$ cat src/rtl/mfdf_pkg.sv
// Shared types, codes and defaults for the monochrome frame buffer block.
// No dependencies.
package mfdf_pkg;

    localparam int WIDTH_PIXELS_DEF = 128;
    localparam int PAGES_DEF        = 8;
    localparam int CHIP_COLUMNS_DEF = 64;

    localparam int PG_W = 4;

    localparam logic [2:0] CMD_TICK  = 3'd0;
    localparam logic [2:0] CMD_PLOT  = 3'd1;
    localparam logic [2:0] CMD_FILL  = 3'd2;
    localparam logic [2:0] CMD_CLEAR = 3'd3;
    localparam logic [2:0] CMD_FLUSH = 3'd4;

    localparam logic [2:0] OP_TICK  = 3'd0;
    localparam logic [2:0] OP_DRAW  = 3'd1;
    localparam logic [2:0] OP_CLEAR = 3'd2;
    localparam logic [2:0] OP_FLUSH = 3'd3;
    localparam logic [2:0] OP_NOP   = 3'd4;

    localparam logic [1:0] ST_OK     = 2'd0;
    localparam logic [1:0] ST_BORDER = 2'd1;
    localparam logic [1:0] ST_BUSY   = 2'd2;
    localparam logic [1:0] ST_IDLE   = 2'd3;

    localparam logic [1:0] CS_LEFT  = 2'd0;
    localparam logic [1:0] CS_RIGHT = 2'd1;
    localparam logic [1:0] CS_BOTH  = 2'd2;

    localparam logic [7:0] LCD_PAGE_BASE   = 8'hB8;
    localparam logic [7:0] LCD_COLUMN_ZERO = 8'h40;

    typedef struct packed {
        logic [2:0]      kind;
        logic            border;
        logic            empty;
        logic            inverse;
        logic [6:0]      x_first;
        logic [7:0]      x_last;
        logic [PG_W-1:0] page_first;
        logic [PG_W-1:0] page_last;
        logic [2:0]      bit_first;
        logic [2:0]      bit_last;
    } op_t;

    typedef struct packed {
        logic [1:0] status;
        logic       bus_valid;
        logic [7:0] bus_byte;
        logic       bus_is_data;
        logic [1:0] chip_select;
        logic       flush_last;
    } result_t;

endpackage

$ cat src/rtl/mfdf_front.sv
// Front end: accepts input items and decodes them into operations.
// Depends on mfdf_pkg.
module mfdf_front #(
    parameter int WIDTH_PIXELS = mfdf_pkg::WIDTH_PIXELS_DEF,
    parameter int PAGES        = mfdf_pkg::PAGES_DEF
) (
    input  logic             clk,
    input  logic             rst_n,
    input  logic             push,
    output logic             full,
    input  logic [2:0]       cmd,
    input  logic [6:0]       x,
    input  logic [5:0]       y,
    input  logic [7:0]       length,
    input  logic [6:0]       height,
    input  logic             inverse,
    input  logic             init_busy,
    output logic             q_push,
    output mfdf_pkg::op_t    q_op,
    input  logic             q_full
);
    import mfdf_pkg::*;

    localparam logic [8:0] W9 = 9'(WIDTH_PIXELS);
    localparam logic [7:0] R8 = 8'(PAGES * 8);

    logic f_valid_reg;
    op_t  f_op_reg;
    op_t  dec;
    logic accept;
    logic [7:0] len_e;
    logic [6:0] hgt_e;
    logic [8:0] xs;
    logic [7:0] ys;
    logic [7:0] y_last;

    always_comb
    begin
        if (cmd == CMD_PLOT)
        begin
            len_e = 8'd1;
            hgt_e = 7'd1;
        end
        else
        begin
            len_e = length;
            hgt_e = height;
        end
        xs     = {2'b00, x} + {1'b0, len_e};
        ys     = {2'b00, y} + {1'b0, hgt_e};
        y_last = ys - 8'd1;

        dec            = '0;
        dec.border     = ({2'b00, x} >= W9) || ({2'b00, y} >= R8) || (xs > W9) || (ys > R8);
        dec.empty      = (len_e == 8'd0) || (hgt_e == 7'd0);
        dec.inverse    = inverse;
        dec.x_first    = x;
        dec.x_last     = 8'(xs - 9'd1);
        dec.page_first = PG_W'(y[5:3]);
        dec.page_last  = PG_W'(y_last[6:3]);
        dec.bit_first  = y[2:0];
        dec.bit_last   = y_last[2:0];
        unique case (cmd)
            CMD_TICK:  dec.kind = OP_TICK;
            CMD_PLOT:  dec.kind = OP_DRAW;
            CMD_FILL:  dec.kind = OP_DRAW;
            CMD_CLEAR: dec.kind = OP_CLEAR;
            CMD_FLUSH: dec.kind = OP_FLUSH;
            default:   dec.kind = OP_NOP;
        endcase
    end

    assign full   = init_busy || (f_valid_reg && q_full);
    assign accept = push && !full;
    assign q_push = f_valid_reg && !q_full;
    assign q_op   = f_op_reg;

    always_ff @(posedge clk or negedge rst_n)
    begin
        if (!rst_n)
        begin
            f_valid_reg <= 1'b0;
        end
        else if (accept)
        begin
            f_valid_reg <= 1'b1;
        end
        else if (!q_full)
        begin
            f_valid_reg <= 1'b0;
        end
    end

    always_ff @(posedge clk)
    begin
        if (accept)
        begin
            f_op_reg <= dec;
        end
    end

endmodule

$ cat config.mk
export PLATFORM = sky130hd
export DESIGN_NAME = mfdf_front
export DESIGN_NICKNAME = d
export VERILOG_FILES = /design/src/rtl/mfdf_pkg.sv /design/src/rtl/mfdf_front.sv
export SDC_FILE = /design/constraint.sdc
export NUM_CORES = 1
export LEC_CHECK = 0
export BUFFER_PORTS_ARGS = -buffer_cell sky130_fd_sc_hd__buf_2
export CORE_ASPECT_RATIO = 1.75
export CORE_MARGIN = 2
export CORE_UTILIZATION = 50
export CTS_CLUSTER_DIAMETER = 200
export DETAILED_ROUTE_END_ITERATION = 10
export PLACE_DENSITY = 0.8
export SLEW_MARGIN = 20
export SYNTH_ARGS = -nofsm -noshare
export SYNTH_HDL_FRONTEND = slang
export SYNTH_SLANG_ARGS = --single-unit
$ cat constraint.sdc
create_clock -name clk -period 3.9 [get_ports clk]
set_input_delay 1.17 -clock clk [delete_from_list [all_inputs] [get_ports clk]]
set_output_delay 1.17 -clock clk [all_outputs]
set_load 0.03 [all_outputs]
* Word level (Yosys, flattened, before mapping)
Index checks and enable logic that the tools add are counted.
Operators by class: equality and inequality tests 5, reduce and logical (&&, ||, !) cells 12, order comparisons 2, multiplexer cells 5, $add $sub $neg 4
Operators by type and width (count):
- one-hot mux 3 bit (4 select lines) | 1
- adder 7 x 8 -> 9 bit | 1
- greater-than comparator 9 x 8 -> 1 bit, second input constant | 1
- adder 6 x 7 -> 8 bit | 1
- greater-than comparator 8 x 7 -> 1 bit, second input constant | 1
- logical NOT 8 bit | 1
- 2-to-1 mux 8 bit | 1
- subtractor 8 x 1 -> 8 bit, second input constant | 1
- logical NOT 7 bit | 1
- 2-to-1 mux 7 bit | 1
- subtractor 7 x 1 -> 7 bit, second input constant | 1
- equality test 3 x 2 -> 1 bit, second input constant | 2
- equality test 3 x 1 -> 1 bit, second input constant | 1
- equality test 3 bit, second input constant | 1
- logical AND 1 bit | 3
- logical NOT 3 bit | 1
- logical OR 1 bit | 3
- logical NOT 1 bit | 2
- 2-to-1 mux 1 bit | 2
- inequality test 2 x 1 -> 1 bit, second input constant | 1
- OR reduction 2 bit | 1
Storage, ports and cells: output and inout bits 37, logic and storage cells 39, flip-flop bits (word level) 35

* Depth between registers and ports, before layout
Gate-level depths: netlist (run 1).
depth in word-level cells 5, depth in mapped cells 11

* Least setup slack after synthesis (run 1)
No wires, ideal clock.
path kind input to register, start point input cmd[1], end point register f_op_reg (netlist bit q_op[31]), data pin, stages on the path 10, path buffers 1, slack -219 ps, setup time 261 ps, arrival time 3858 ps, cells stage by stage or3b_2 > clkbuf_1 > and2_1 > ha_1 > a211oi_2 > o21bai_1 > a21o_1 > xor2_1 > or4_4 > a221o_1
RTL lines:
- from (decl) | line mfdf_front.sv:11 | input logic [2:0] cmd,
- to (signal assigned) | line mfdf_front.sv:98 | f_op_reg <= dec;
- to (decl) | line mfdf_front.sv:28 | op_t f_op_reg;

==> results of run 1 <==
## path summary, 6_finish.rpt
| path | start | end | slack [ps] |
|---|---|---|---|
| setup / recovery | cmd[1] | q_op[31] | 250 |
| hold / removal | f_valid_reg | f_valid_reg | 510 |
| setup reg to reg | f_valid_reg | q_op[5] | 2450 |
| hold reg to reg | f_valid_reg | f_valid_reg | 510 |
| max in group asynchronous | rst_n | f_valid_reg | 3160 |
| min in group asynchronous | rst_n | f_valid_reg | 650 |
## stage by stage
stage	setup TNS [ps]	utilization (%)	total power, mW
2_1_floorplan	0	-	0.688
3_3_place_gp	-29.2	66.2	0.799
3_5_place_dp	-44.6	66.2	0.810
4_1_cts	0	68.2	1.06
5_1_grt	0	68.2	1.11
6_report	0	68.2	1.05
## power by group
| part | total (mW) | switching, mW | internal, mW | leakage (nW) |
|---|---|---|---|---|
| combinational | 0.346 | 0.197 | 0.149 | 0.902 |
| sequential | 0.459 | 0.00563 | 0.453 | 0.329 |
| clock | 0.247 | 0.122 | 0.125 | 0.0422 |
## synth_stat cells, drive strengths merged
cell	number
edfxtp	34
ha	16
xnor2	12
and2	11
inv	10
nand2	10
xor2	10
nor2	9
a21oi	8
o21ai	8
nand3	6
a21o	5
nand2b	4
nor3	4
nor2b	3
o21a	3
or4	3
and3	2
fa	2
nand3b	2
nor4	2
o211ai	2
o21bai	2
o22ai	2
a211oi	1
a221o	1
a31o	1
buf	1
clkbuf	1
conb	1
dfrtp	1
mux2i	1
nor3b	1
o31a	1
o31ai	1
or2	1
or3	1
or3b	1
## area by class of cell
class                           instances  area, um^2
Clock buffer                            7        76.3
Fill cell                             337        1290
Tap cell                               49        61.3
Inverter                               10        37.5
Timing Repair Buffer                   96         541
Sequential cell                        35        1050
Clock inverter                          1        5.00
Multi-Input combinational cell        137        1010
## worst reg2reg max path, stage by stage (launching register included)
cell and delay, ps:
dfrtp_1 390, a21oi_1 160, and2_1 150, buf_4 390
## per-layer routing
| metal | vias to the layer above | wire, um | part of all wire (%) |
|---|---|---|---|
| met2 | 47 | 2770 | 59 |
| met1 | 847 | 1570 | 33 |
| met3 | 17 | 175 | 3.7 |
| met4 | 0 | 186 | 4.0 |
| met5 | - | 0 | 0 |
| li1 | 863 | - | - |
## kinds of logic (layout without fill, tap and decap cells)
| logic type | Yosys count | count (layout) | share of synthesized area (%) |
|---|---|---|---|
| and+or+nand+nor | 60 | 60 | 15.7 |
| xor gates and xnor gates | 22 | 22 | 9.17 |
| buffers and inverters | 12 | 114 | 2.32 |
| adders and majority gates | 18 | 18 | 11.4 |
| muxes | 1 | 1 | 0.476 |
| other | 1 | 1 | 0.179 |
| AOI/OAI and AO/OA | 35 | 35 | 11.0 |
| DFF | 35 | 35 | 49.8 |
==> results.py, run 1 <==
metrics = {
    "run_status": {
        "outcome": "finished clean",
    },
    "logic_synthesis": {
        "synth_area_leader_cell": "edfxtp_1",
        "yosys.area.top_type_share_pct": 48.6,
        "synth.avg_cell_area_um2": 11.4,
        "synthTopCellsByArea": "edfxtp_1, ha_1, xnor2_1, xor2_1, and2_1",
        "synth_nets": 239,
        "synth_cell_types": 39,
        "ys_ff_latch": 35,
        "ys_warn_count": 0,
        "netlist_instances": 184,
        "seq_area_frac_synth_pct": 49.8,
        "synthesis.area_um2": 2100,
    },
    "timing": {
        "worst_slack_ps": 247,
        "max_freq_ghz": 0.274,
        "finalSetupViolCount": 0,
        "fin_crit_ps": 3650,
        "timing.final.hold_violations": 0,
        "period_share_pct": 93.7,
        "rsz0062_at_grt": "no",
        "hold_slack_ps": 511,
        "finClkSkew_ps": 6.69,
        "slew_viol_final": 0,
    },
    "critical_path": {
        "worstPathMaxFanout": 7,
        "r2r_cells": 3,
        "worstPathCellList": "buf_2 > or3b_4 > and2_4 > ha_1 > a211oi_2 > o21bai_1 > a21o_1 > xor2_1 > or4_4 > a221o_1",
        "crit_cells": 10,
        "path_buf_inv": 1,
        "critPathKind": "in2reg",
        "end_kind": "flop",
        "required_ps": 3930,
        "critPathLaunchType": "input pin",
        "crit_family": "simple AND/OR/NAND/NOR gates",
        "slowest_stage": "or4_4",
        "worstPathArrival_ps": 3680,
        "cpPeakStageDelay_ps": 520,
    },
    "layout": {
        "final_common_cell": "buf_2",
        "final_cell_area_um2": 2780,
        "drive_gt1_share_pct": 37.8,
        "stdcell_count": 335,
        "diodes": 0,
        "syn_to_final_growth_pct": 32.2,
        "nets": 340,
        "mostFrequentLayoutCells": "buf_2, edfxtp_1, buf_4",
        "largest_reg_flops": 34,
    },
    "power": {
        "p_leak_nw": 1.27,
        "p_per_area_nw_per_um2": 379,
        "peakVddDrop_mv": 0.274,
    },
    "clocking": {
        "htreeDepth": 2,
        "clkSlewWorstSetupHoldPaths_ps": 60,
        "clk_latency_ps": 280,
        "cts_tree": "done",
        "post_cts_buffers": 0,
        "post_cts_resized": 0,
        "numCtsBuffers": 5,
        "ctsRootBufferMaster": "clkbuf_8",
        "clock_sinks": 35,
        "hold_buffers": 0,
        "cts_buffer_depth": 2,
    },
    "global_routing": {
        "grt_max_degree": 36,
        "grt_util_met2_pct": 41.1,
        "grt_use_met1_pct": 19.5,
        "grt_pass1_vias": 1801,
        "globalRouteMet3Util_pct": 3.82,
        "grt_usage_pct": 21.7,
        "grt_antenna_before_repair": 0,
        "grt_overflow_total": 0,
        "grt_pass1_wl_mm": 7.63,
        "top_usage_layer": "met2",
    },
    "floorplan": {
        "dieArea_um2": 4760,
        "die_w_um": 53,
        "start_util_pct": 51.6,
        "pin_count": 74,
        "std_cell_rows": 31,
        "core-area_um2": 4070,
        "die_h_um": 89.7,
    },
    "place": {
        "port_buffers": 72,
        "hpwl_mm": 3.76,
        "dp_slack_ps": -44.6,
        "gp_congestion": 0.908,
        "dpl_cell_area_um2": 2700,
        "placedCellCount": 327,
    },
    "drt": {
        "totalWireLength_mm": 4.70,
        "vias_per_cell": 5.30,
        "num_vias": 1774,
        "postRouteAntennaNets": 0,
        "dr.first_iter.drc_count": 23,
        "drc_errors": 0,
        "wl_per_cell_um": 14.0,
        "first_pass_iters": 4,
    },
    "run": {
        "maxCapViolCount": 0,
    },
    "min_path": {
        "holdPathStages": 1,
        "holdCritPathClass": "reg2reg",
    },
}
(Power assumes the default switching activity.)
==> inputs of run 2 (changes only) <==
--- a/config.mk
+++ b/config.mk
@@ -6,7 +6,7 @@
 export NUM_CORES = 1
 export LEC_CHECK = 0
 export BUFFER_PORTS_ARGS = -buffer_cell sky130_fd_sc_hd__buf_2
-export CORE_ASPECT_RATIO = 1.75
+export CORE_ASPECT_RATIO = 0.75
 export CORE_MARGIN = 2
 export CORE_UTILIZATION = 50
 export CTS_CLUSTER_DIAMETER = 200
==> run 2 against run 1 <==
Routed wire length decreased by 5.8%. Clock-buffer cell count decreased by 1. Cell count increased by 3.9%. First-iteration DRC count increased by 78%. Worst hold slack got worse by 3.8 ps.
==> results.py, run 2 (synthesized netlist as in run 1, its figures left out) <==
metrics = {
    "layout": {
        "final_common_cell": "buf_2",
        "stdcell_count": 348,
        "diodes": 0,
        "largest_reg_flops": 34,
        "drive_gt1_share_pct": 39.6,
        "nets": 347,
        "syn_to_final_growth_pct": 35.9,
        "mostFrequentLayoutCells": "buf_2, edfxtp_1, buf_4",
    },
    "critical_path": {
        "critPathLaunchType": "input pin",
        "end_kind": "flop",
        "critPathKind": "in2reg",
        "required_ps": 3940,
        "worstPathArrival_ps": 3730,
        "worstPathMaxFanout": 6,
    },
    "power": {
        "switchingPower_mw": 0.334,
        "p_per_area_nw_per_um2": 376,
        "p_leak_nw": 1.31,
        "p_seq_share_pct": 42.8,
        "peakVddDrop_mv": 0.239,
        "comb_power_share_pct": 33.2,
        "pwr-share-clk_pct": 24.0,
        "power_switching_share_pct": 31.2,
        "power_mw": 1.07,
        "intPower_mw": 0.737,
    },
    "timing": {
        "max_freq_ghz": 0.272,
        "slew_viol_final": 0,
        "timing.final.hold_violations": 0,
        "fin_crit_ps": 3680,
        "max_slew_margin_pct": 50.4,
        "hold_slack_ps": 507,
        "rsz0062_at_grt": "no",
        "tightest_slew_ps": 744,
        "finalSetupViolCount": 0,
        "period_share_pct": 94.4,
        "finClkSkew_ps": 7.75,
        "fin_setup_tns_ps": 0,
    },
    "floorplan": {
        "dieArea_um2": 4740,
        "pin_count": 74,
        "die_h_um": 60.1,
        "core-area_um2": 4050,
        "die_w_um": 78.8,
        "start_util_pct": 51.8,
        "std_cell_rows": 20,
    },
    "global_routing": {
        "grt_antenna_before_repair": 0,
        "grt_overflow_total": 0,
        "grt_max_degree": 22,
        "grt_usage_pct": 19.5,
        "grt_pass1_wl_mm": 6.98,
        "grt_pass1_vias": 1583,
    },
    "clocking": {
        "htreeDepth": 2,
        "cts_tree": "done",
        "hold_buffers": 0,
        "post_cts_buffers": 0,
        "clock_sinks": 35,
        "post_cts_resized": 0,
        "clk_latency_ps": 290,
        "clkSlewWorstSetupHoldPaths_ps": 80,
        "numCtsBuffers": 5,
        "cts_buffer_depth": 2,
        "ctsRootBufferMaster": "clkbuf_8",
    },
    "run_status": {
        "outcome": "finished clean",
    },
    "drt": {
        "wl_per_cell_um": 12.7,
        "dr.first_iter.drc_count": 41,
        "postRouteAntennaNets": 0,
        "drc_errors": 0,
        "totalWireLength_mm": 4.43,
        "first_pass_iters": 4,
        "num_vias": 1748,
        "vias_per_cell": 5.02,
    },
    "place": {
        "port_buffers": 72,
        "placedCellCount": 340,
        "gp_congestion": 0.885,
        "hpwl_mm": 3.64,
    },
    "run": {
        "maxCapViolCount": 0,
    },
    "min_path": {
        "holdCritPathClass": "reg2reg",
    },
}
run 2: cell count changes in the layout (fill, tap and decap cells not counted):
cell | before | now
buf_12 | 0 | 1
buf_4 | 24 | 30
clkbuf_1 | 2 | 1
clkinvlp_4 | 0 | 1
run 2: critical path, cell delays in order:
cell,delay [ps]
buf_2,100
or3b_4,440
and2_4,180
ha_1,280
a211oi_2,240
o21bai_1,120
a21o_1,180
xor2_1,150
or4_4,510
a221o_1,350
run 2: final timing paths:
| check | from | end | slack, ps | cells past startpoint |
|---|---|---|---|---|
| setup / recovery | cmd[1] | q_op[31] | 220 | 10 |
| hold / removal | f_valid_reg | f_valid_reg | 510 | 1 |
| setup reg to reg | f_valid_reg | q_op[14] | 2160 | 3 |
| hold reg to reg | f_valid_reg | f_valid_reg | 510 | 1 |
| max in group asynchronous | rst_n | f_valid_reg | 3170 | 1 |
| min in group asynchronous | rst_n | f_valid_reg | 650 | 1 |
run 2: area by class of cell:
| class | count | area, um^2 |
|---|---|---|
| fillers | 320 | 1200 |
| clock buffers | 6 | 72.6 |
| multi-input cells | 137 | 1010 |
| well taps | 55 | 68.8 |
| inverters | 10 | 37.5 |
| repair buffers | 103 | 606 |
| flip-flops and latches | 35 | 1050 |
| clock inverters | 2 | 12.5 |
run 2: routing by layer:
metal / up-vias / part of all wire, % / GRT usage, %
met2: 65 / 44 / 30.4
li1: 892 / - / -
met1: 786 / 49 / 27.6
met3: 5 / 6.8 / 4.53
met4: 0 / 0.86 / 5.42
met5: - / 0 / 0
run 2: stage by stage:
step | cell area (um^2) | worst slack [ps] | util [%]
after floorplan | 2120 | 0.506 | -
after global placement | 2770 | -10.5 | 68.3
after detailed placement | 2770 | -42.8 | 68.3
after CTS | 2850 | 218 | 70.4
after global routing | 2850 | 140 | 70.4
final | 2850 | 218 | 70.4
run 2: power groups by stage:
stage | Sequential, mW | Combinational, mW | Clock [mW]
global placement | 0.466 | 0.345 | 0
finish | 0.459 | 0.356 | 0.258
global route | 0.461 | 0.390 | 0.281
floorplan | 0.517 | 0.172 | 0
detailed placement | 0.467 | 0.356 | 0
CTS | 0.459 | 0.358 | 0.261
