--- config.mk ---
export PLATFORM = sky130hd
export DESIGN_NAME = mfdf_queue
export DESIGN_NICKNAME = d
export VERILOG_FILES = /design/src/rtl/mfdf_pkg.sv /design/src/rtl/mfdf_queue.sv
export SDC_FILE = /design/constraint.sdc
export NUM_CORES = 1
export LEC_CHECK = 0
export BUFFER_PORTS_ARGS = -buffer_cell sky130_fd_sc_hd__buf_2
export CAP_MARGIN = 5
export CORE_AREA = 2 2 79 81
export CTS_BUF_LIST = sky130_fd_sc_hd__clkbuf_4 sky130_fd_sc_hd__clkbuf_8
export DETAILED_ROUTE_END_ITERATION = 8
export DIE_AREA = 0 0 81 83
export PLACE_DENSITY = 0.75
export SKIP_CTS_REPAIR_TIMING = 1
export SKIP_LAST_GASP = 1
export SLEW_MARGIN = 20
export SYNTH_ARGS = -nofsm -noshare
export SYNTH_HDL_FRONTEND = slang
export SYNTH_SLANG_ARGS = --single-unit
--- constraint.sdc ---
create_clock -name clk -period 2.75 [get_ports clk]
set_input_delay 0 -clock clk [delete_from_list [all_inputs] [get_ports clk]]
set_output_delay 0 -clock clk [all_outputs]
set_load 0.01 [all_outputs]
--- src/rtl/mfdf_pkg.sv ---
// Shared types, codes and defaults for the monochrome frame buffer block.
// No dependencies.
package mfdf_pkg;

    localparam int WIDTH_PIXELS_DEF = 128;
    localparam int PAGES_DEF        = 8;
    localparam int CHIP_COLUMNS_DEF = 64;

    localparam int PG_W = 4;

    localparam logic [2:0] CMD_TICK  = 3'd0;
    localparam logic [2:0] CMD_PLOT  = 3'd1;
    localparam logic [2:0] CMD_FILL  = 3'd2;
    localparam logic [2:0] CMD_CLEAR = 3'd3;
    localparam logic [2:0] CMD_FLUSH = 3'd4;

    localparam logic [2:0] OP_TICK  = 3'd0;
    localparam logic [2:0] OP_DRAW  = 3'd1;
    localparam logic [2:0] OP_CLEAR = 3'd2;
    localparam logic [2:0] OP_FLUSH = 3'd3;
    localparam logic [2:0] OP_NOP   = 3'd4;

    localparam logic [1:0] ST_OK     = 2'd0;
    localparam logic [1:0] ST_BORDER = 2'd1;
    localparam logic [1:0] ST_BUSY   = 2'd2;
    localparam logic [1:0] ST_IDLE   = 2'd3;

    localparam logic [1:0] CS_LEFT  = 2'd0;
    localparam logic [1:0] CS_RIGHT = 2'd1;
    localparam logic [1:0] CS_BOTH  = 2'd2;

    localparam logic [7:0] LCD_PAGE_BASE   = 8'hB8;
    localparam logic [7:0] LCD_COLUMN_ZERO = 8'h40;

    typedef struct packed {
        logic [2:0]      kind;
        logic            border;
        logic            empty;
        logic            inverse;
        logic [6:0]      x_first;
        logic [7:0]      x_last;
        logic [PG_W-1:0] page_first;
        logic [PG_W-1:0] page_last;
        logic [2:0]      bit_first;
        logic [2:0]      bit_last;
    } op_t;

    typedef struct packed {
        logic [1:0] status;
        logic       bus_valid;
        logic [7:0] bus_byte;
        logic       bus_is_data;
        logic [1:0] chip_select;
        logic       flush_last;
    } result_t;

endpackage

--- src/rtl/mfdf_queue.sv ---
// Two-entry queue of decoded operations between front and back end.
// Depends on mfdf_pkg.
module mfdf_queue (
    input  logic          clk,
    input  logic          rst_n,
    input  logic          wr,
    input  mfdf_pkg::op_t wr_op,
    output logic          q_full,
    output logic          q_valid,
    output mfdf_pkg::op_t rd_op,
    input  logic          rd
);
    import mfdf_pkg::*;

    op_t        slot_reg [2];
    logic       wr_ptr_reg;
    logic       rd_ptr_reg;
    logic [1:0] count_reg;
    logic       do_wr;
    logic       do_rd;

    assign q_full  = (count_reg == 2'd2);
    assign q_valid = (count_reg != 2'd0);
    assign rd_op   = slot_reg[rd_ptr_reg];
    assign do_wr   = wr && !q_full;
    assign do_rd   = rd && q_valid;

    always_ff @(posedge clk or negedge rst_n)
    begin
        if (!rst_n)
        begin
            wr_ptr_reg <= 1'b0;
            rd_ptr_reg <= 1'b0;
            count_reg  <= 2'd0;
        end
        else
        begin
            if (do_wr)
            begin
                wr_ptr_reg <= !wr_ptr_reg;
            end
            if (do_rd)
            begin
                rd_ptr_reg <= !rd_ptr_reg;
            end
            if (do_wr && !do_rd)
            begin
                count_reg <= count_reg + 2'd1;
            end
            else if (do_rd && !do_wr)
            begin
                count_reg <= count_reg - 2'd1;
            end
        end
    end

    always_ff @(posedge clk)
    begin
        if (do_wr)
        begin
            slot_reg[wr_ptr_reg] <= wr_op;
        end
    end

endmodule

### Word-level counts from Yosys, hierarchy flattened

Memory sizes are Yosys's and may differ from the RTL's.
Index checks and enable logic that the tools add are counted.

| storage, ports and cells | value |
|---|---|
| register bits | 4 |
| bits in writable memories | 70 |
| input bits | 39 |
| output and inout bits | 37 |
| logic and storage cells | 22 |
| memories | 1 |

| operators by class | value |
|---|---|
| add/sub/neg operators | 2 |
| equal/unequal tests | 1 |
| mux-type cells | 4 |
| reduce and logical (&&, ||, !) cells | 11 |

Memories:

| name | depth | bits a word | read ports | clocked after Yosys merged registers in | write ports | RTL line | text |
|---|---|---|---|---|---|---|---|
| slot_reg | 2 | 35 | 1 | 0 | 1 | mfdf_queue.sv:15 | `op_t slot_reg [2];` |

Operator list:

| cell | count |
|---|---|
| $logic_not 1->1 | 5 |
| $logic_and 1x1->1 | 4 |
| $mux 2 | 2 |
| $reduce_bool 2->1 | 2 |
| $add 2x1->2 const B | 1 |
| $eq 2x2->1 const B | 1 |
| $mux 1 | 2 |
| $sub 2x1->2 const B | 1 |

### Longest topological paths before layout

Gate-level depths: netlist (run 1).

| depth | value |
|---|---|
| word-level depth | 7 |
| gate-level depth with buffers | 7 |
| mapped depth without buffers | 7 |

### Least setup slack after synthesis (run 1)

Ideal clock, no wire load.

| timing path | value |
|---|---|
| path type | register to register |
| from | register count_reg[0] |
| to | memory slot_reg[0][0] in the netlist's numbering, enable pin |
| library setup time | 0.427 ns |
| arrival | 2.102 ns |
| data required time | 2.323 ns |
| path slack | 0.221 ns |
| stages on the path, launching flop included | 4 |
| path buffers | 0 |
| clock period less this slack | 2.529 ns |
| cells stage by stage | dfrtp_1 -> nand2b_1 -> nand2_1 -> nor2_1 |

| between the ends | value |
|---|---|
| longest elaborated chain between the ends | 5 |

Ends and longest elaborated chain:

| item | RTL line | text |
|---|---|---|
| start, declared | mfdf_queue.sv:18 | `logic [1:0] count_reg;` |
| start signal, assigned | mfdf_queue.sv:48 | `count_reg <= count_reg + 2'd1;` |
| start signal, assigned | mfdf_queue.sv:52 | `count_reg <= count_reg - 2'd1;` |
| $eq 2x2->1 | mfdf_queue.sv:22 | `assign q_full = (count_reg == 2'd2);` |
| $logic_not 1->1 | mfdf_queue.sv:25 | `assign do_wr = wr && !q_full;` |
| $logic_and 1x1->1 | mfdf_queue.sv:25 |  |
| $mux 1 | mfdf_queue.sv:59 | `if (do_wr)` |
| $mux 1 (not written as such) | mfdf_queue.sv:61 | `slot_reg[wr_ptr_reg] <= wr_op;` |
| end, declared | mfdf_queue.sv:15 |  |

No other way between the ends.

==> results_dict.tcl, run 1 <==
set metrics [dict create \
    fillCellCount 425 \
    drt-total-wl_um 4797 \
    drt_iter0_drc 76 \
    outcome "finished, final reports clean" \
    layout_common_cells "75 x buf_2, 70 x edfxtp_1, 39 x dlygate4sd3_1" \
    grt_pass1_vias 1471 \
    r2r-start "count_reg[0]$_DFFE_PN0P_" \
    min_from "wr" \
    vias_per_cell 4.664 \
    grt_pass1_wl_um 6920 \
    path_class "reg2out" \
    yosysUniqueCellTypes 16 \
    synth_nets 168 \
    cts_buffers 9 \
    min_path_cells 3 \
    drv_slew 0 \
    ios 76 \
    max_cap_violations 0 \
    track_usage_pct 14.21 \
    num_vias 1553 \
    synthToLayoutAreaGrowth_pct 35.54 \
    synth.ff_latch_count 74 \
    p_per_area_mw_per_mm2 956.6 \
    dp.cells 278 \
    worst_hold_path_type "in2reg" \
    synth_xor_xnor_area_share_pct 1.522 \
    arrival_ns 1.83 \
    grt_overflow 0 \
    drtPass1Iterations 6 \
    cp_max_fo 18 \
    grt_max_degree 36 \
    finalNetCount 293 \
    placed_area_mm2 0.003314 \
    fin_crit_sh_pct 66.57 \
    drive_gt1_share_pct 51.94 \
    slew-limit-headroom_pct 44.53 \
    multiInputGateArea_um2 604.3 \
    worst_clock_skew_ns 0.008495 \
    rsz0062_at_grt "false" \
    critPathCaptureType "output port" \
    drcViolationCount 0 \
    fin_area_mm2 0.003899 \
    dp_hpwl_um 3159 \
    synth-adder-area-share_pct 0.4350 \
    clock_latency_ns 0.33 \
    synth_area_mm2 0.002877 \
    r2r-end "slot_reg[1][15]$_DFFE_PP_" \
    final-instance-count-excl-fill 333 \
    routabilityCongestion 0.6918 \
    synth.yosys.seq_area_share_pct 76.56 \
    hold_violations 0 \
    cts-root-buf "clkbuf_8" \
    period_needed_ns 1.831 \
    final.setup.tns_ns 0 \
    worstMarginPinSlew_ns 0.8321 \
    htree_levels 3 \
    reg2regPathDepth 2 \
    min_to "wr_ptr_reg$_DFFE_PN0N_" \
    yosys.area_share.simple_pct 1.261 \
    setup_violations 0 \
    antenna_left 0 \
    peakVddDrop_mv 0.7674 \
    avgRoutedWirePerCell_um 14.41 \
    die_w_um 81 \
    power.total_mw 3.729 \
    synth_compound_area_share_pct 0 \
    dieArea_mm2 0.006723 \
    cp.required_ns 2.75 \
    yosys_warnings 0 \
    core-area_mm2 0.005816 \
    syn_inst 128 \
    port-buffer-count 75 \
    holdWs_ns 0.05982 \
    final_common_cell "buf_2" \
    largest_reg_flops 70 \
    r2r_setup_slack_ns 1.03 \
    cts_sinks 74 \
    synth.mux.area_fraction_pct 17.49 \
    rows 28 \
    cts_buffer_depth 2 \
    avgSynthCellArea_um2 22.47 \
    clkSlewWorstSetupHoldPaths_ns 0.07 \
    antenna_found_initial 0 \
    startpoint_type "flop" \
    die_height_um 83 \
    max_freq_mhz 546.2 \
    initial_core_util_pct 49.46 \
    cts_tree "yes" \
    synth_top_family_by_area "multiplexers" \
    seq_area_mm2 0.002203 \
    num_antenna_cells 0 \
    leakage_nw 1.599 \
]
-- worst max-delay path: stages (launching register included) --
cell     delay [ns]
dfrtp_2        0.69
buf_4          0.34
mux2_4         0.33
buf_2          0.14
-- cell usage after synthesis --
master | instances | area share [%]
nand2_2 | 1 | 0.22
mux2_4 | 29 | 15
nor2_1 | 2 | 0.26
and3_1 | 1 | 0.22
dfrtp_1 | 4 | 3.5
nand2_1 | 1 | 0.13
or2_1 | 1 | 0.22
ha_1 | 1 | 0.43
buf_12 | 3 | 2.1
xor2_1 | 2 | 0.61
nand2b_1 | 1 | 0.22
inv_1 | 2 | 0.26
mux2_2 | 6 | 2.3
xnor2_1 | 3 | 0.91
buf_6 | 1 | 0.39
edfxtp_1 | 70 | 73
-- where the power goes --
group / leakage [nW] / switching, mW / internal (mW)
registers: 0.696 / 0.138 / 1.55
clock network: 0.105 / 0.348 / 0.457
logic: 0.798 / 0.574 / 0.664
-- how the worst max path moves through the flow --
stage	start	to	slack, ns
3_5_place_dp	count_reg[0]$_DFFE_PN0P_	slot_reg[1][15]$_DFFE_PP_	1.02
5_1_grt	rd_ptr_reg$_DFFE_PN0P_	rd_op[12]	0.81
6_report	rd_ptr_reg$_DFFE_PN0P_	rd_op[6]	0.92
4_1_cts	rd_ptr_reg$_DFFE_PN0P_	rd_op[13]	0.87
3_3_place_gp	count_reg[0]$_DFFE_PN0P_	slot_reg[1][1]$_DFFE_PP_	1.07
2_1_floorplan	count_reg[0]$_DFFE_PN0P_	slot_reg[0][0]$_DFFE_PP_	0.22
-- stage by stage --
step                setup slack (ns)  util, %
finish                        0.9192    67.04
global route                  0.8093    67.04
CTS                           0.8745    60.33
detailed placement             1.021    56.99
global placement               1.074    56.99
floorplan                     0.2213        -
-- per-layer routing --
| layer | vias up | part of all wire (%) | GRT usage [%] | wire length, um |
|---|---|---|---|---|
| li1 | 741 | - | - | - |
| met1 | 739 | 44 | 18.75 | 2108 |
| met2 | 62 | 49 | 21.79 | 2360 |
| met3 | 11 | 5.2 | 3.696 | 251 |
| met4 | 0 | 1.6 | 6.934 | 76 |
| met5 | - | 0 | 0 | 0 |
-- cell families (layout without fill, tap and decap cells) --
kind of cell  after synthesis  count (layout)
flops                      74              74
xor+xnor                    5               5
mux                        35              35
fa+ha+maj                   1               1
buf+inv                     6             136
simple gates                7               7
-- layout make-up --
class	instances	area share, %
clock buffers	13	3.947
clock inverters	3	1.027
inverters	2	0.1926
multi-input cells	48	15.50
flip-flops and latches	74	56.51
well taps	75	2.407
repair buffers	118	20.41
No activity file was read; power rests on OpenSTA's default activity.
==> inputs of run 2 (changes only) <==
--- a/config.mk
+++ b/config.mk
@@ -7,11 +7,11 @@
 export LEC_CHECK = 0
 export BUFFER_PORTS_ARGS = -buffer_cell sky130_fd_sc_hd__buf_2
 export CAP_MARGIN = 5
-export CORE_AREA = 2 2 79 81
+export CORE_AREA = 2 2 80 82
 export CTS_BUF_LIST = sky130_fd_sc_hd__clkbuf_4 sky130_fd_sc_hd__clkbuf_8
 export DETAILED_ROUTE_END_ITERATION = 8
-export DIE_AREA = 0 0 81 83
-export PLACE_DENSITY = 0.75
+export DIE_AREA = 0 0 82 84
+export PLACE_DENSITY = 0.76
 export SKIP_CTS_REPAIR_TIMING = 1
 export SKIP_LAST_GASP = 1
 export SLEW_MARGIN = 20
==> constraint.sdc (replaced) <==
create_clock -name clk -period 1.6 [get_ports clk]
set_input_delay 0 -clock clk [delete_from_list [all_inputs] [get_ports clk]]
set_output_delay 0 -clock clk [all_outputs]
set_load 0.01 [all_outputs]
==> run 2 against run 1 <==
  * The flow now finishes with violations (negative hold slack)
  * Final area up 2.0%
  * First-iteration DRC count fell by 51%
  * Power increased by 79%
  * Register-to-register slack lost 0.92 ns
  * Non-clock buffer count fell by 1
  * Clock skew about the same
  * Worst hold slack worse by 0.066 ns
  * Clock-buffer cell count fell by 1
  * Global-route usage down 1.5 points
  * Via count fell by 3.1%
  * Die area rose by 2.5%
  * Sequential share of layout area down 1.1 points
==> results_dict.tcl, run 2 (same netlist as run 1, synthesis figures left out) <==
set metrics [dict create \
    antenna_found_initial 0 \
    leakage_nw 1.620 \
    path_class "reg2reg" \
    finalNetCount 292 \
    ios 76 \
    path_depth 7 \
    cp.required_ns 1.85 \
    dieArea_mm2 0.006888 \
    clock_latency_ns 0.33 \
    port-buffer-count 75 \
    die_height_um 84 \
    cts_buffers 9 \
    grt_pass1_vias 1379 \
    final-instance-count-excl-fill 334 \
    fin_crit_sh_pct 93.17 \
    drt_iter0_drc 37 \
    slew-limit-headroom_pct 83.13 \
    core-area_mm2 0.006096 \
    cp_max_fo 4 \
    grt_max_degree 36 \
    drive_gt1_share_pct 52.53 \
    cts_tree "yes" \
    max_cap_violations 0 \
    drcViolationCount 0 \
    path_cells "nand2b_1 > nand2_2 > inv_1 > ha_1 > xor2_1 > nor2_1 > xor2_1" \
    layout_common_cells "75 x buf_2, 70 x edfxtp_1, 38 x dlygate4sd3_1" \
    hold_violations 4 \
    startpoint_type "flop" \
    max_freq_mhz 670.8 \
    arrival_ns 1.75 \
    drtPass1Iterations 4 \
    routabilityCongestion 0.6700 \
    holdWs_ns -0.006154 \
    p_per_area_mw_per_mm2 1682 \
    peakVddDrop_mv 1.118 \
    setup_ws_ns 0.1092 \
    rows 29 \
    num_vias 1505 \
    power.total_mw 6.686 \
    worst_clock_skew_ns 0.008833 \
    dp_slack_ns 0.06900 \
    setup_violations 0 \
    dp.cells 280 \
    antenna_left 0 \
    crit_slowest_cell "dfrtp_1" \
    grt_overflow 0 \
    vias_per_cell 4.506 \
    htree_levels 3 \
    violations "negative hold slack" \
    initial_core_util_pct 47.19 \
    avgRoutedWirePerCell_um 13.54 \
    clkSlewWorstSetupHoldPaths_ns 0.07 \
    largest_reg_flops 70 \
    r2r_setup_slack_ns 0.11 \
    path_delay_family "simple AND/OR/NAND/NOR gates" \
    reg2regPathDepth 7 \
    synthToLayoutAreaGrowth_pct 38.19 \
    final.setup.tns_ns 0 \
    cp_common_cell "xor2_1" \
    r2r-start "count_reg[0]$_DFFE_PN0P_" \
    track_usage_pct 12.76 \
    cts-root-buf "clkbuf_8" \
    path_buf_inv 1 \
    cts_buffer_depth 2 \
    outcome "complete, but fails checks" \
    dp_hpwl_um 2847 \
    period_needed_ns 1.491 \
    drt-total-wl_um 4522 \
    worstMarginPinSlew_ns 0.2530 \
    cts_sinks 74 \
    worst_hold_path_type "in2async" \
    die_w_um 82 \
    final_common_cell "buf_2" \
    critPathCaptureType "flop" \
    max_stage_delay_ns 0.42 \
    num_antenna_cells 0 \
    grt_pass1_wl_um 6265 \
    rsz0062_at_grt "false" \
    drv_slew 0 \
    utilization_pct 65.21 \
    r2r-end "count_reg[1]$_DFFE_PN0P_" \
]
run 2: power breakdown:
group / switching [mW] / internal [mW] / leakage, nW
clock network: 0.613 / 1.00 / 0.119
registers: 0.147 / 2.66 / 0.696
logic: 1.05 / 1.22 / 0.805
run 2: metal layers:
metal	vias up	GRT usage (%)	wire [um]
li1	744	-	-
met1	707	13.80	1824
met2	46	21.36	2411
met3	8	3.247	194
met4	0	8.636	92
met5	-	0	0
run 2: area by class of cell:
| type | instances | area [um2] |
|---|---|---|
| Timing Repair Buffer | 117 | 823.3 |
| Clock inverter | 4 | 72.57 |
| Fill cell | 435 | 2121 |
| Sequential cell | 74 | 2203 |
| Clock buffer | 12 | 165.2 |
| Multi-Input combinational cell | 48 | 606.8 |
| Inverter | 2 | 7.507 |
| Tap cell | 77 | 96.34 |
run 2: through the flow:
stage / area (um2) / hold WS (ns)
after floorplan: 2885 / -0.2956
after global placement: 3354 / -0.1913
after detailed placement: 3354 / -0.1828
after CTS: 3592 / -0.5539
after global routing: 3975 / -0.009314
final: 3975 / -0.006154
run 2: worst max-delay path by stage:
stage	start	to	slack (ns)
final	count_reg[0]$_DFFE_PN0P_	count_reg[1]$_DFFE_PN0P_	0.11
after global routing	count_reg[0]$_DFFE_PN0P_	count_reg[1]$_DFFE_PN0P_	0.003
after CTS	count_reg[0]$_DFFE_PN0P_	count_reg[1]$_DFFE_PN0P_	0.04
after detailed placement	count_reg[0]$_DFFE_PN0P_	count_reg[1]$_DFFE_PN0P_	0.07
after global placement	count_reg[0]$_DFFE_PN0P_	count_reg[1]$_DFFE_PN0P_	0.15
after floorplan	count_reg[0]$_DFFE_PN0P_	slot_reg[0][0]$_DFFE_PP_	0.02
==> inputs of run 3 (changes only) <==
--- a/config.mk
+++ b/config.mk
@@ -12,6 +12,7 @@
 export DETAILED_ROUTE_END_ITERATION = 8
 export DIE_AREA = 0 0 82 84
 export PLACE_DENSITY = 0.76
+export RECOVER_POWER = 50
 export SKIP_CTS_REPAIR_TIMING = 1
 export SKIP_LAST_GASP = 1
 export SLEW_MARGIN = 20
==> run 3 against run 2 <==
  * The flow now finishes without violations
  * Register-to-register slack barely moved
  * Clock power barely moved
  * Worst hold slack better by 0.040 ns
  * Global-route usage stayed put
  * Maximum frequency rose by 0.45%
  * First-iteration DRC count rose by 2.7%
  * Combinational power down 5%
  * Routed wire length is essentially flat
  * Largest cell class unchanged
==> results_dict.tcl, run 3 (same netlist as run 1, synthesis figures left out) <==
set metrics [dict create \
    wl_met1_um 1820 \
    setup_ws_ns 0.1159 \
    wl_met3_um 151 \
    dp.cells 280 \
    antenna_found_initial 0 \
    outcome "finished, final reports clean" \
    initial_core_util_pct 47.19 \
    leakage_nw 1.528 \
    num_vias 1502 \
    cts_buffer_depth 2 \
    peakVddDrop_mv 1.089 \
    dieArea_mm2 0.006888 \
    path_delay_family "flip-flops" \
    rsz0062_at_grt "false" \
    worst_clock_skew_ns 0.008604 \
    layout_common_cells "70 x edfxtp_1, 48 x buf_2, 38 x dlygate4sd3_1" \
    finalNetCount 292 \
    max_cap_violations 0 \
    worst_hold_path_type "in2async" \
    worstSetupStartpoint "count_reg[0]$_DFFE_PN0P_" \
    avgRoutedWirePerCell_um 13.54 \
    drt-total-wl_um 4524 \
    fin_crit_sh_pct 92.76 \
    grt_overflow 0 \
    die_height_um 84 \
    path_depth 4 \
    port-buffer-count 75 \
    top_layer "met4" \
    p_per_area_mw_per_mm2 1679 \
    core-area_mm2 0.006096 \
    clkSlewWorstSetupHoldPaths_ns 0.07 \
    ios 76 \
    clock_latency_ns 0.33 \
    slew-limit-headroom_pct 78.15 \
    placed_area_mm2 0.003354 \
    setup_violations 0 \
    period_needed_ns 1.484 \
    wl_met2_um 2438 \
    startpoint_type "flop" \
    grt_max_degree 36 \
    synthToLayoutAreaGrowth_pct 35.71 \
    dp_hpwl_um 2847 \
    path_cells "nand2b_1 > nand2_2 > nor2_1 > buf_6" \
    die_w_um 82 \
    rows 29 \
    drtPass1Iterations 4 \
    fin_area_mm2 0.003904 \
    r2r-end "slot_reg[0][10]$_DFFE_PP_" \
    drv_slew 0 \
    vias_per_cell 4.497 \
    path_class "reg2reg" \
    worstMarginPinSlew_ns 0.3277 \
    cp_max_fo 35 \
    grt_pass1_wl_um 6265 \
    final.setup.tns_ns 0 \
    crit_slowest_cell "dfrtp_1" \
    cts-root-buf "clkbuf_8" \
    track_usage_pct 12.76 \
    final_common_cell "edfxtp_1" \
    drive_gt1_share_pct 40.86 \
    hold_violations 0 \
    critPathCaptureType "flop" \
    drcViolationCount 0 \
    routabilityCongestion 0.6700 \
    grt_pass1_vias 1379 \
    max_freq_mhz 673.8 \
    endpoint "slot_reg[0][10]$_DFFE_PP_" \
    htree_levels 3 \
    r2r-start "count_reg[0]$_DFFE_PN0P_" \
    arrival_ns 1.48 \
    final-instance-count-excl-fill 334 \
    cts_sinks 74 \
    num_antenna_cells 0 \
    cts_tree "yes" \
    cp.required_ns 1.59 \
    drt_iter0_drc 38 \
    max_stage_delay_ns 0.41 \
    cts_buffers 9 \
    utilization_pct 64.04 \
    largest_reg_flops 70 \
    r2r_setup_slack_ns 0.12 \
    reg2regPathDepth 4 \
    dp_slack_ns 0.06900 \
    antenna_left 0 \
    path_buf_inv 1 \
]
## run 3: cell types whose count changed in the layout (fill, tap and decap cells not counted), sizes merged
cell	previous run	this run
buf	79	53
clkbuf	12	38
## run 3: layout make-up
cell class	instances	area, um2
sequential	74	2203
clock buffer	12	165.2
tap	77	96.34
multi-input combinational	48	584.3
inverter	2	7.507
timing repair buffer	117	774.5
clock inverter	4	72.57
fill	464	2192
## run 3: worst min-delay path by stage
stage               start                        to  slack, ns  cells after the start
finish              rst_n    wr_ptr_reg$_DFFE_PN0N_       0.03                      2
global route        rst_n    wr_ptr_reg$_DFFE_PN0N_       0.04                      2
CTS                 rst_n    wr_ptr_reg$_DFFE_PN0N_      -0.55                      1
detailed placement  rst_n    wr_ptr_reg$_DFFE_PN0N_      -0.18                      1
global placement    rst_n    wr_ptr_reg$_DFFE_PN0N_      -0.19                      1
floorplan           rst_n  count_reg[0]$_DFFE_PN0P_      -0.30                      0
## run 3: power by group
part	total [mW]	internal [mW]	switching, mW	leakage, nW
clock network	1.62	1.00	0.614	0.119
logic	2.15	1.11	1.03	0.713
registers	2.79	2.66	0.134	0.696
## run 3: worst reg2reg max path, stage by stage, from the launching register on
cell and delay [ns]:
dfrtp_1 0.41, nand2b_1 0.19, nand2_2 0.09, nor2_1 0.12, buf_6 0.32
## run 3: metrics by stage
step,power (mW),hold slack [ns]
CTS,6.710,-0.5539
global route,6.877,0.04051
detailed placement,5.087,-0.1828
finish,6.556,0.03430
floorplan,4.458,-0.2956
global placement,5.024,-0.1913
## run 3: routing by layer
metal  global-route usage (%)  vias up
li1                         -      741
met1                    13.80      709
met2                    21.36       42
met3                    3.247       10
met4                    8.636        0
met5                        0        -
